`config.mk`:
```
export PLATFORM = sky130hd
export DESIGN_NAME = csr_front
export DESIGN_NICKNAME = d
export VERILOG_FILES = /design/src/csr_pkg.sv /design/src/csr_front.sv
export SDC_FILE = /design/constraint.sdc
export NUM_CORES = 1
export LEC_CHECK = 0
export BUFFER_PORTS_ARGS = -buffer_cell sky130_fd_sc_hd__buf_2
export CAP_MARGIN = 20
export CORE_ASPECT_RATIO = 1.75
export CORE_MARGIN = 10
export CORE_UTILIZATION = 49
export DETAILED_ROUTE_END_ITERATION = 7
export PLACE_DENSITY = 0.85
export REMOVE_ABC_BUFFERS = 1
export SKIP_CTS_REPAIR_TIMING = 1
export SLEW_MARGIN = 30
export SYNTH_ARGS = -nofsm -noshare
export SYNTH_HDL_FRONTEND = slang
export SYNTH_SLANG_ARGS = --single-unit
```
`constraint.sdc`:
```
create_clock -name clk_i -period 2.9 [get_ports clk_i]
set_input_delay 0.145 -clock clk_i [delete_from_list [all_inputs] [get_ports clk_i]]
set_output_delay 0.145 -clock clk_i [all_outputs]
set_load 0.02 [all_outputs]
```
`src/csr_pkg.sv`:
```
// ----------------------------------------------------------------------------
// csr_pkg: shared definitions for the complex square root block
// Widths, the front-to-back transaction type and one step of the
// digit-by-digit integer square root.
// ----------------------------------------------------------------------------
package csr_pkg;

  localparam int DATA_WIDTH = 32;
  localparam int FRAC_BITS  = 16;

  localparam int SQ_W     = 2 * DATA_WIDTH;           // width of a^2 + b^2
  localparam int S1_STEPS = DATA_WIDTH;               // result bits of |z|
  localparam int SR_W     = DATA_WIDTH + 1;           // width of m +/- |a|
  localparam int S2_STEPS = (SR_W + FRAC_BITS) / 2;   // result bits of the root parts
  localparam int RAD2_W   = 2 * S2_STEPS;
  localparam int REM_W    = DATA_WIDTH + 3;
  localparam int RE_W     = 24;
  localparam int IM_W     = 25;

  localparam int FIFO_DEPTH = 4;
  localparam int FIFO_AW    = 2;

  // One classified transaction: absolute values and signs of both parts.
  typedef struct packed {
    logic [DATA_WIDTH-1:0] ua;
    logic [DATA_WIDTH-1:0] ub;
    logic                  a_neg;
    logic                  b_neg;
  } csr_item_t;

  typedef struct packed {
    logic [REM_W-1:0]      rem;
    logic [DATA_WIDTH-1:0] root;
  } csr_sq_t;

  // One result bit: bring down two radicand bits and try root*4+1.
  function automatic csr_sq_t csr_sqrt_step(logic [REM_W-1:0] rem,
                                            logic [DATA_WIDTH-1:0] root,
                                            logic [1:0] pair);
    csr_sq_t          res;
    logic [REM_W-1:0] cand;
    logic [REM_W-1:0] trial;
    cand  = {rem[REM_W-3:0], pair};
    trial = {1'b0, root, 2'b01};
    if (cand >= trial) begin
      res.rem  = cand - trial;
      res.root = {root[DATA_WIDTH-2:0], 1'b1};
    end else begin
      res.rem  = cand;
      res.root = {root[DATA_WIDTH-2:0], 1'b0};
    end
    return res;
  endfunction

endpackage

```
`src/csr_front.sv`:
```
// ----------------------------------------------------------------------------
// csr_front: input stage
// Registers each transaction and splits both parts into magnitude and sign.
// ----------------------------------------------------------------------------
module csr_front (
  input  logic                           clk_i,
  input  logic                           rst_ni,
  input  logic                           in_valid_i,
  output logic                           in_ready_o,
  input  logic [csr_pkg::DATA_WIDTH-1:0] re_in_i,
  input  logic [csr_pkg::DATA_WIDTH-1:0] im_in_i,
  output logic                           item_valid_o,
  input  logic                           item_ready_i,
  output csr_pkg::csr_item_t             item_o
);

  logic               vld_q;
  csr_pkg::csr_item_t item_q, item_d;

  assign in_ready_o   = !vld_q || item_ready_i;
  assign item_valid_o = vld_q;
  assign item_o       = item_q;

  always_comb begin
    item_d.a_neg = re_in_i[csr_pkg::DATA_WIDTH-1];
    item_d.b_neg = im_in_i[csr_pkg::DATA_WIDTH-1];
    item_d.ua    = item_d.a_neg ? (~re_in_i + 1'b1) : re_in_i;
    item_d.ub    = item_d.b_neg ? (~im_in_i + 1'b1) : im_in_i;
  end

  always_ff @(posedge clk_i or negedge rst_ni) begin
    if (!rst_ni) begin
      vld_q <= 1'b0;
    end else if (in_ready_o) begin
      vld_q <= in_valid_i;
    end
  end

  always_ff @(posedge clk_i) begin
    if (in_ready_o && in_valid_i) begin
      item_q <= item_d;
    end
  end

endmodule

```
==> run_results.csv <==
group,metric,value,unit
yosys,netlist_area,0.003562,mm²
clock_network,clkLatencyLatePin,0.33,ns
clock_network,cts_tree,"done",
route,wl_per_cell,19.01,µm
clock_network,cts-buffers-inserted,9,
floorplan,coreArea,0.007131,mm²
yosys,synth_cell_types,35,
place,post-place-ws,0.8272,ns
floorplan,start_util,49.96,%
cells_and_area,seqCellArea,0.002007,mm²
cells_and_area,multi_input_area,0.001499,mm²
sta,clock_skew,0.002859,ns
yosys,synthTopCellsByCount,"66 x edfxtp_1, 57 x xnor2_1, 20 x o31ai_1",
sta,fin_crit,1.803,ns
clock_network,cts.clk_slew.worst_paths,0.05,ns
sta,slew_viol_final,0,
worst_setup_path,worstReg2RegStart,"item_valid_o$_DFFE_PN0N_",
route,drtIter0Drc,109,
clock_network,clockRootBuffer,"clkbuf_16",
yosys,syn_avg_cell_area,13.05,µm²
yosys,ys_ff_latch,67,
grt,grt_usage,16.46,%
yosys,ys.flop_type,"edfxtp_1",
yosys,synth.top_cell.area_share,55.64,%
hold_path,holdPathStages,2,
yosys,async_flop_share,1.493,%
worst_setup_path,regToRegSetupSlack,1.10,ns
worst_setup_path,cp.arrival,1.82,ns
worst_setup_path,r2r_end,"item_o[29]$_DFFE_PP_",
hold_path,hold_class,"input port to flop",
floorplan,num_io_pins,136,
floorplan,dieArea,0.01121,mm²
pwr,leakage,1.712,nW
sta,setup_slack,1.097,ns
worst_setup_path,endpoint_kind,"flop",
sta,hold_viol_final,0,
place,placed_cells,488,
sta,finalSetupViolCount,0,
clock_network,ctsHtreeMaxLevel,3,
pwr,peakVddDrop,320.6,µV
route,ant_nets,0,
run_status,outcome,"finished, final reports clean",
grt,grt_pass1_wl,14.83,mm
place,numPortBuffers,135,
worst_setup_path,cp.required,2.92,ns
grt,grt_max_degree,35,
clock_network,clock_sinks,67,
sta,finalCritPeriodShare,62.19,%
yosys,syn_inst,273,
sta,rsz0062_at_grt,"no",
route,drt-total-wl,9.601,mm
route,drc,0,
grt,grt-ovfl-total,0,
route,first_pass_iters,4,
place,dp_hpwl,7.525,mm
cells_and_area,fillers,554,
worst_setup_path,critPathLaunchType,"flop",
cells_and_area,insertedDiodeCount,0,
sta,slew_headroom,44.91,%
floorplan,die_width,84.45,µm
yosys,synth.most_common_cell,"edfxtp_1",
hold_path,worstHoldStart,"in_valid_i",
yosys,yosysWarnings,0,
worst_setup_path,rr_worst_depth,3,
floorplan,die_y,132.8,µm
cells_and_area,area_delta_synth_final,29.89,%
clock_network,clock_path_buffers,2,
route,via_count,2832,
worst_setup_path,critPathMaxFanout,34,
worst_setup_path,crit_type,"flop to flop",
sta,max_slew.worst_pin.slew,0.8264,ns
floorplan,rows,41,
sta,fmaxAchievable,0.5545,GHz
run,cap_viol_max_count,0,
route,via_per_inst,5.608,
hold_path,hold_end,"item_valid_o$_DFFE_PN0N_",
cells_and_area,fin_cells,505,
yosys,synth_top_cell_by_area,"edfxtp_1",
pwr,p_per_area,569.7,mW/mm²
grt,antenna_found_initial,0,
yosys,synth-edff-count,66,
cells_and_area,final_layout_size_suffix_gt1_share,39.38,%
yosys,ys_seq_area_share,56.34,%
grt,grt_pass1_vias,2956,
cells_and_area,finalNetCount,486,
place,place_congestion,0.8078,
yosys,synth_area_leaders,"edfxtp_1 56%, xnor2_1 14%, o31ai_1 4.2%",
sta,tns,0,ns
-- worst max path at each step --
stage,start,to,slack [ns],cells after the start
after global routing,re_in_i[13],item_o[59]$_DFFE_PP_,0.98,5
final,item_valid_o$_DFFE_PN0N_,item_o[29]$_DFFE_PP_,1.10,3
after CTS,item_valid_o$_DFFE_PN0N_,item_o[30]$_DFFE_PP_,1.09,3
after detailed placement,re_in_i[13],item_o[59]$_DFFE_PP_,0.83,5
after global placement,re_in_i[3],item_o[53]$_DFFE_PP_,0.93,5
after floorplan,item_valid_o$_DFFE_PN0N_,item_o[0]$_DFFE_PP_,0.17,2
-- flip-flops by register name (all words and copies together), names as in the netlist --
name,cells
item_o,66
item_valid_o,1
-- cell families (layout without fill, tap and decap cells) --
| kind of cell | after synthesis | in the layout | share of synthesized area [%] |
|---|---|---|---|
| adder cells (fa/ha/maj) | 4 | 4 | 1.405 |
| flip-flops | 67 | 67 | 56.34 |
| buffers and inverters | 15 | 161 | 1.616 |
| AO/OA/AOI/OAI | 50 | 50 | 11.70 |
| XOR/XNOR | 58 | 58 | 14.26 |
| AND/OR/NAND/NOR | 79 | 79 | 14.68 |
-- stage by stage --
step | util (%) | instance area, µm² | hold WS, ns | power [mW]
floorplan | - | 3535 | -0.1506 | 1.436
global placement | 60.85 | 4339 | -0.08079 | 1.617
detailed placement | 60.85 | 4339 | -0.07926 | 1.632
CTS | 64.75 | 4617 | -0.4255 | 2.650
global route | 64.89 | 4627 | 0.03542 | 2.731
finish | 64.89 | 4627 | 0.01861 | 2.636
-- report_power, final --
part / internal (mW) / switching, mW / leakage (nW)
registers: 1.16 / 0.0163 / 0.641
clock network: 0.657 / 0.367 / 0.133
logic: 0.162 / 0.274 / 0.938
-- layout make-up --
cell class	count	share of cell area, %
flip-flops and latches	67	43.37
clock inverters	4	0.8924
inverters	8	0.6490
multi-input cells	191	32.40
repair buffers	137	15.25
clock buffers	12	5.111
well taps	86	2.326
-- placed cells by master, fill, tap and decap left out, types with 2 or more instances in the layout --
| cell type | n |
|---|---|
| nor4_1 | 6 |
| o41ai_1 | 4 |
| o21ai_0 | 15 |
| clkinv_1 | 3 |
| buf_2 | 135 |
| inv_1 | 8 |
| nand2_1 | 19 |
| o41ai_2 | 8 |
| nor2_1 | 4 |
| ha_1 | 4 |
| nand4_4 | 2 |
| nand3_1 | 7 |
| o31ai_1 | 20 |
| clkbuf_1 | 3 |
| xnor2_1 | 57 |
| edfxtp_1 | 66 |
| nor3_1 | 4 |
| nand3b_1 | 3 |
| nand2b_1 | 7 |
| or3_1 | 7 |
| clkbuf_16 | 9 |
| nor4_2 | 4 |
| nand4_1 | 4 |
| or4_1 | 5 |
-- routing by layer --
layer	vias up	global-route usage (%)	share of wire [%]
li1	1331	-	-
met1	1337	15.56	35
met2	141	30.18	54
met3	23	5.839	7.7
met4	0	7.996	3.1
met5	-	0	0
-- critical path, stage by stage, from the launching register on --
cell and delay [ns]:
dfrtp_1 0.37, nand2b_1 0.10, and2_2 0.70, buf_12 0.30
Note: power is estimated with default switching activity, not from simulation.
