$ cat config.mk
export PLATFORM = sky130hd
export DESIGN_NAME = csr_fifo
export DESIGN_NICKNAME = d
export VERILOG_FILES = /design/src/csr_pkg.sv /design/src/csr_fifo.sv
export SDC_FILE = /design/constraint.sdc
export NUM_CORES = 1
export LEC_CHECK = 0
export BUFFER_PORTS_ARGS = -buffer_cell sky130_fd_sc_hd__buf_2
export CORE_MARGIN = 1
export CORE_UTILIZATION = 61
export DETAILED_ROUTE_END_ITERATION = 12
export HOLD_SLACK_MARGIN = 0.12
export PLACE_DENSITY = 0.84
export SYNTH_ARGS = -nofsm -noshare
export SYNTH_HDL_FRONTEND = slang
export SYNTH_SLANG_ARGS = --single-unit
$ cat constraint.sdc
create_clock -name clk_i -period 6.44 [get_ports clk_i]
set_input_delay 1.288 -clock clk_i [delete_from_list [all_inputs] [get_ports clk_i]]
set_output_delay 1.288 -clock clk_i [all_outputs]
set_load 0.03 [all_outputs]
$ cat src/csr_pkg.sv
// ----------------------------------------------------------------------------
// csr_pkg: shared definitions for the complex square root block
// Widths, the front-to-back transaction type and one step of the
// digit-by-digit integer square root.
// ----------------------------------------------------------------------------
package csr_pkg;

  localparam int DATA_WIDTH = 32;
  localparam int FRAC_BITS  = 16;

  localparam int SQ_W     = 2 * DATA_WIDTH;           // width of a^2 + b^2
  localparam int S1_STEPS = DATA_WIDTH;               // result bits of |z|
  localparam int SR_W     = DATA_WIDTH + 1;           // width of m +/- |a|
  localparam int S2_STEPS = (SR_W + FRAC_BITS) / 2;   // result bits of the root parts
  localparam int RAD2_W   = 2 * S2_STEPS;
  localparam int REM_W    = DATA_WIDTH + 3;
  localparam int RE_W     = 24;
  localparam int IM_W     = 25;

  localparam int FIFO_DEPTH = 4;
  localparam int FIFO_AW    = 2;

  // One classified transaction: absolute values and signs of both parts.
  typedef struct packed {
    logic [DATA_WIDTH-1:0] ua;
    logic [DATA_WIDTH-1:0] ub;
    logic                  a_neg;
    logic                  b_neg;
  } csr_item_t;

  typedef struct packed {
    logic [REM_W-1:0]      rem;
    logic [DATA_WIDTH-1:0] root;
  } csr_sq_t;

  // One result bit: bring down two radicand bits and try root*4+1.
  function automatic csr_sq_t csr_sqrt_step(logic [REM_W-1:0] rem,
                                            logic [DATA_WIDTH-1:0] root,
                                            logic [1:0] pair);
    csr_sq_t          res;
    logic [REM_W-1:0] cand;
    logic [REM_W-1:0] trial;
    cand  = {rem[REM_W-3:0], pair};
    trial = {1'b0, root, 2'b01};
    if (cand >= trial) begin
      res.rem  = cand - trial;
      res.root = {root[DATA_WIDTH-2:0], 1'b1};
    end else begin
      res.rem  = cand;
      res.root = {root[DATA_WIDTH-2:0], 1'b0};
    end
    return res;
  endfunction

endpackage

$ cat src/csr_fifo.sv
// ----------------------------------------------------------------------------
// csr_fifo: short queue between front and back
// Lets the front keep accepting while the back pipeline is stalled.
// ----------------------------------------------------------------------------
module csr_fifo (
  input  logic               clk_i,
  input  logic               rst_ni,
  input  logic               push_valid_i,
  output logic               push_ready_o,
  input  csr_pkg::csr_item_t push_item_i,
  output logic               pop_valid_o,
  input  logic               pop_ready_i,
  output csr_pkg::csr_item_t pop_item_o
);

  csr_pkg::csr_item_t          mem_q [csr_pkg::FIFO_DEPTH];
  logic [csr_pkg::FIFO_AW-1:0] wptr_q, rptr_q;
  logic [csr_pkg::FIFO_AW:0]   cnt_q, cnt_d;
  logic                        push, pop;

  assign push_ready_o = (cnt_q != csr_pkg::FIFO_AW'(0) + (csr_pkg::FIFO_AW+1)'(csr_pkg::FIFO_DEPTH));
  assign pop_valid_o  = (cnt_q != '0);
  assign pop_item_o   = mem_q[rptr_q];
  assign push         = push_valid_i && push_ready_o;
  assign pop          = pop_valid_o && pop_ready_i;

  always_comb begin
    cnt_d = cnt_q;
    if (push && !pop) begin
      cnt_d = cnt_q + 1'b1;
    end else if (pop && !push) begin
      cnt_d = cnt_q - 1'b1;
    end
  end

  always_ff @(posedge clk_i or negedge rst_ni) begin
    if (!rst_ni) begin
      wptr_q <= '0;
      rptr_q <= '0;
      cnt_q  <= '0;
    end else begin
      cnt_q <= cnt_d;
      if (push) begin
        wptr_q <= wptr_q + 1'b1;
      end
      if (pop) begin
        rptr_q <= rptr_q + 1'b1;
      end
    end
  end

  always_ff @(posedge clk_i) begin
    if (push) begin
      mem_q[wptr_q] <= push_item_i;
    end
  end

endmodule

==> results.cfg, run 1 <==
[timing]
fin_tns_setup_ps = 0
grt_setup_unrepaired = false
fin_crit_ps = 4170
skew_ps = 10.3
maxSlewHeadroom = 0.332
period_share = 0.647
worst_pin_slew_ps = 1000
worst_slack_ps = 2270
fmax_mhz = 240
maxSlewViolCount = 0
final-setup-viol-count = 0
fin_hold_ws_ps = 578
hold_viol_final = 0

[synth]
synth-edff-count = 264
synth_nets = 456
async_flop_share = 0.0258
synth-main-ff-cell = edfxtp_1
synth_seq_cells = 271
post-synth-top-area-cell = edfxtp_1
synthTopCellsByArea = edfxtp_1 (80%), mux4_2 (15%), dfrtp_1 (1.8%)
ys_seq_area_frac = 0.814
yosysWarnings = 0
ys_types = 20
synth.top_cell.area_share = 0.796
synth_area_sq_um = 9950
syn_area_per_cell_sq_um = 26.2
postSynthCellCount = 380

[global_route]
grt_overflow = 0
antenna_found_initial = 2
grt_max_degree = 68
grt_usage = 0.209
grt_pass1_wl_microns = 25500
first_global_vias = 4614

[critical_path]
cpMaxStageDelayCell = dfrtp_4
crit_path_end_kind = output pin
r2r-start = cnt_q[0]
cp_num_cells = 3
crit_buf_inv = 2
cp.required_ps = 5150
slowest_delay_ps = 1000
startpoint_type = flop
path_class = reg2out
r2r_cells = 8
crit_path_max_fanout = 44
r2r_end = cnt_q[2]
critPathArrivalTime_ps = 2880
critPathTopFamily = flip-flops
ff2ff_setup_slack_ps = 4190
cp_cell_sequence = buf_4 > mux4_2 > buf_2

[floorplan]
core_sq_um = 15900
die_y_microns = 130
start_util = 0.627
rows = 46
dieArea_sq_um = 16800
die_w_microns = 130
io_pins = 138

[job]
cap_violations = 0

[pwr]
irDropWorstVdd_uv = 308
finalPower_mw = 5.88
cellLeakagePower_nw = 4.00
powerDensity_nw_per_um2 = 505

[clock_tree]
hold_buffers = 0
cts_buffer_depth = 3
cts-root-buf = clkbuf_16
cts.repair.resized = 0
clock_sinks = 271
cts_buffers = 26
clk_latency_ps = 510
clk_pin_slew_worst_paths_ps = 60
cts_tree = done
cts_setup_buffers = 0
cts_max_level = 1

[cells_and_area]
fin_util = 0.734
drive_gt1_frac = 0.462
layout.nets = 607
finalInstanceArea_sq_um = 11700
finalNonFillerCells = 767
area_delta_synth_final_pct = 17.1

[place]
port_buffers = 137
place_inst = 719
place_hpwl_microns = 9600
dp_slack_ps = 2690
placed_cell_area_sq_um = 10800
gp_congestion = 0.751

[routing]
ant_nets = 0
drtIter0Drc = 288
vias = 4437
avgViaCountPerCell = 5.78
routed_wl_microns = 17100
drt_pass1_iterations = 5
wl_per_cell_microns = 22.3
drc = 0

[min_path]
min_from = cnt_q[2]
holdPathEnd = cnt_q[2]
holdPathStages = 1
hold_class = reg2reg

[outcome]
status = completed
-- cells in the mapped netlist (all sizes together) (2+ instances only) --
master and n:
edfxtp 264, ha 5, dfrtp 7, nand2 2
xnor2 4, and2 4, buf 15, xor2 2
inv 3, mux4 66, mux2 2, nor2 2
-- how the worst max path moves through the flow --
stage,slack (ps),endpoint,startpoint
3_3_place_gp,2710,pop_item_o[63],rptr_q[0]
2_1_floorplan,2860,mem_q[0][0],push_valid_i
6_report,2270,pop_item_o[11],rptr_q[0]
4_1_cts,2130,pop_item_o[26],rptr_q[0]
3_5_place_dp,2690,pop_item_o[26],rptr_q[0]
5_1_grt,2020,pop_item_o[63],rptr_q[0]
-- cell families (layout without fill, tap and decap cells) --
group                      Yosys count  after routing  share of synthesized area
muxes                               68             68                      0.152
xor gates and xnor gates             6              6                    0.00528
other                                0              1                          0
buffers and inverters               18            188                     0.0145
and+or+nand+nor                     10             10                    0.00515
DFF                                271            271                      0.814
adders and majority gates            6              6                    0.00830
AOI/OAI and AO/OA                    1              1                    0.00113
-- state kept, by name, summed over array words and instances (netlist names) --
register and cells:
rptr_q 2, mem_q 264, wptr_q 2, cnt_q 3
-- layer usage --
metal,GRT usage,part of all wire,up-vias
met5,0,0.00076,-
li1,-,-,1934
met4,0.0643,0.017,2
met3,0.0373,0.057,26
met2,0.349,0.52,166
met1,0.287,0.41,2309
-- final cells by class --
class	instances	area, sq um
fill	908	4230
sequential	271	8110
multi-input combinational	91	1720
inverter	3	11.3
clock inverter	18	169
timing repair buffer	138	693
tap	216	270
clock buffer	29	683
antenna	1	2.50
-- cells in the final DEF, fill, tap and decap left out --
cell and count:
a21boi_2 1, and2_4 4, buf_2 137, buf_4 1
bufinv_16 3, clkbuf_1 2, clkbuf_16 27, clkinv_1 4
clkinv_2 8, clkinvlp_4 2, dfrtp_1 5, dfrtp_4 2
diode_2 1, edfxtp_1 264, fa_1 1, ha_1 5
inv_1 3, inv_6 1, mux2_2 2, mux4_2 66
nand2_1 2, nand3_1 1, nor2_1 2, or3_1 1
xnor2_1 4, xor2_1 2
-- power breakdown --
group / switching, mW / total, mW / internal, mW
Combinational: 1.09 / 1.79 / 0.696
Sequential: 0.257 / 2.60 / 2.34
Clock: 0.612 / 1.50 / 0.883
Total: 1.96 / 5.88 / 3.92
(Power assumes the default switching activity.)
==> run 2, diff against run 1 <==
Settings changed: CORE_UTILIZATION 61 to 51, PLACE_DENSITY 0.84 to 0.75.
Clock period 6.44 ns to 3.4 ns, I/O delays scaled along.
==> run 2 against run 1 <==
Critical path depth is the same. First-iteration DRC count shrank 10%. Non-clock buffer count grew 12. Final cell count increased by 7.2%. Via count decreased by 0.32%. Register-to-register slack got worse by 3000 ps. Critical endpoint is now pop_item_o[12].
==> results.cfg, run 2 (synthesis results as in run 1) <==
[timing]
hold_viol_final = 0
final-setup-viol-count = 0
maxSlewViolCount = 0
fin_tns_setup_ps = 0
worst_pin_slew_ps = 551
maxSlewHeadroom = 0.633
fmax_mhz = 336
period_share = 0.875
grt_setup_unrepaired = false
skew_ps = 5.05
fin_crit_ps = 2980

[routing]
routed_wl_microns = 16900
ant_nets = 0
drtIter0Drc = 258
avgViaCountPerCell = 5.38
wl_per_cell_microns = 20.6
vias = 4423
drt_pass1_iterations = 4
drc = 0

[pwr]
cellLeakagePower_nw = 4.04
powerDensity_nw_per_um2 = 939
irDropWorstVdd_uv = 577
finalPower_mw = 11.1

[floorplan]
die_w_microns = 142
rows = 50
start_util = 0.527
dieArea_sq_um = 20100
die_y_microns = 142
io_pins = 138
core_sq_um = 18900

[cells_and_area]
layout.nets = 620
largest_register = mem_q
reg_top3 = mem_q (264), cnt_q (3)
layout_common_cells = edfxtp_1 (264), buf_2 (137), mux4_2 (66)
drive_gt1_frac = 0.461
antenna_cells = 0
final_common_cell = edfxtp_1
area_delta_synth_final_pct = 18.4
largest_register_ffs = 264
fill_cells = 1329

[critical_path]
cp.required_ps = 2720
cpMaxStageDelayCell = dfrtp_4
cp_cell_sequence = buf_4 > mux4_2 > buf_2
crit_path_end_kind = output pin
path_class = reg2out
startpoint_type = flop
critPathArrivalTime_ps = 2300
crit_path_max_fanout = 19
slowest_delay_ps = 590

[global_route]
antenna_found_initial = 1
grt_overflow = 0
first_global_vias = 4735
grt_usage = 0.176
grt_pass1_wl_microns = 26500
grt_max_degree = 43

[clock_tree]
clk_pin_slew_worst_paths_ps = 60
cts_max_level = 1
cts_tree = done
clock_sinks = 271
cts_buffers = 27
cts_setup_buffers = 0
cts-root-buf = clkbuf_16
hold_buffers = 1
clk_latency_ps = 500
cts.repair.resized = 0
cts_buffer_depth = 3

[place]
place_hpwl_microns = 10600
gp_congestion = 0.707
port_buffers = 137

[outcome]
status = completed

[job]
cap_violations = 0

[min_path]
hold_class = in2reg
## run 2: path summary, 6_finish.rpt
check | slack (ps) | to | from | cells after the start
max | 420 | pop_item_o[12] | rptr_q[0] | 3
min | 390 | mem_q[1][4] | push_item_i[4] | 1
max reg2reg | 1220 | cnt_q[2] | cnt_q[1] | 8
min reg2reg | 540 | cnt_q[2] | cnt_q[2] | 1
max in group asynchronous | 2670 | rptr_q[1] | rst_ni | 2
min in group asynchronous | 540 | rptr_q[0] | rst_ni | 2
## run 2: per-stage QoR
stage | std cells | cell area [sq um] | setup WS, ps | utilization | hold slack (ps)
2_1_floorplan | 380 | 9950 | 433 | - | 384
3_3_place_gp | 774 | 11000 | 917 | 0.580 | 507
3_5_place_dp | 774 | 11000 | 892 | 0.580 | 527
4_1_cts | 822 | 11800 | 347 | 0.624 | 370
5_1_grt | 822 | 11800 | 287 | 0.624 | 372
6_report | 822 | 11800 | 425 | 0.624 | 391
## run 2: report_power, final
group          internal (mW)  switching [mW]  total [mW]
combinational           1.39            2.30        3.69
sequential              4.42           0.270        4.69
clock                   1.59            1.10        2.69
total                   7.40            3.67        11.1
## run 2: routing by layer
metal / global-route usage / wire [microns] / share of wire
met4: 0.0424 / 257 / 0.015
met3: 0.0385 / 1160 / 0.069
met2: 0.290 / 8500 / 0.50
met1: 0.243 / 7020 / 0.41
met5: 0 / 13 / 0.00077
## run 2: critical path, delay by kind of cell, from the launching register on
family                 cells  cell delay (ps)
flip-flops                 1              590
multiplexers               1              570
buffers and inverters      2              620
## run 2: layout make-up
| type | count | area, sq um | area share |
|---|---|---|---|
| flip-flops and latches | 271 | 8110 | 0.688 |
| repair buffers | 150 | 811 | 0.0688 |
| clock inverters | 11 | 75.1 | 0.00637 |
| multi-input cells | 91 | 1720 | 0.146 |
| well taps | 260 | 325 | 0.0276 |
| inverters | 3 | 11.3 | 0.000955 |
| clock buffers | 36 | 739 | 0.0627 |
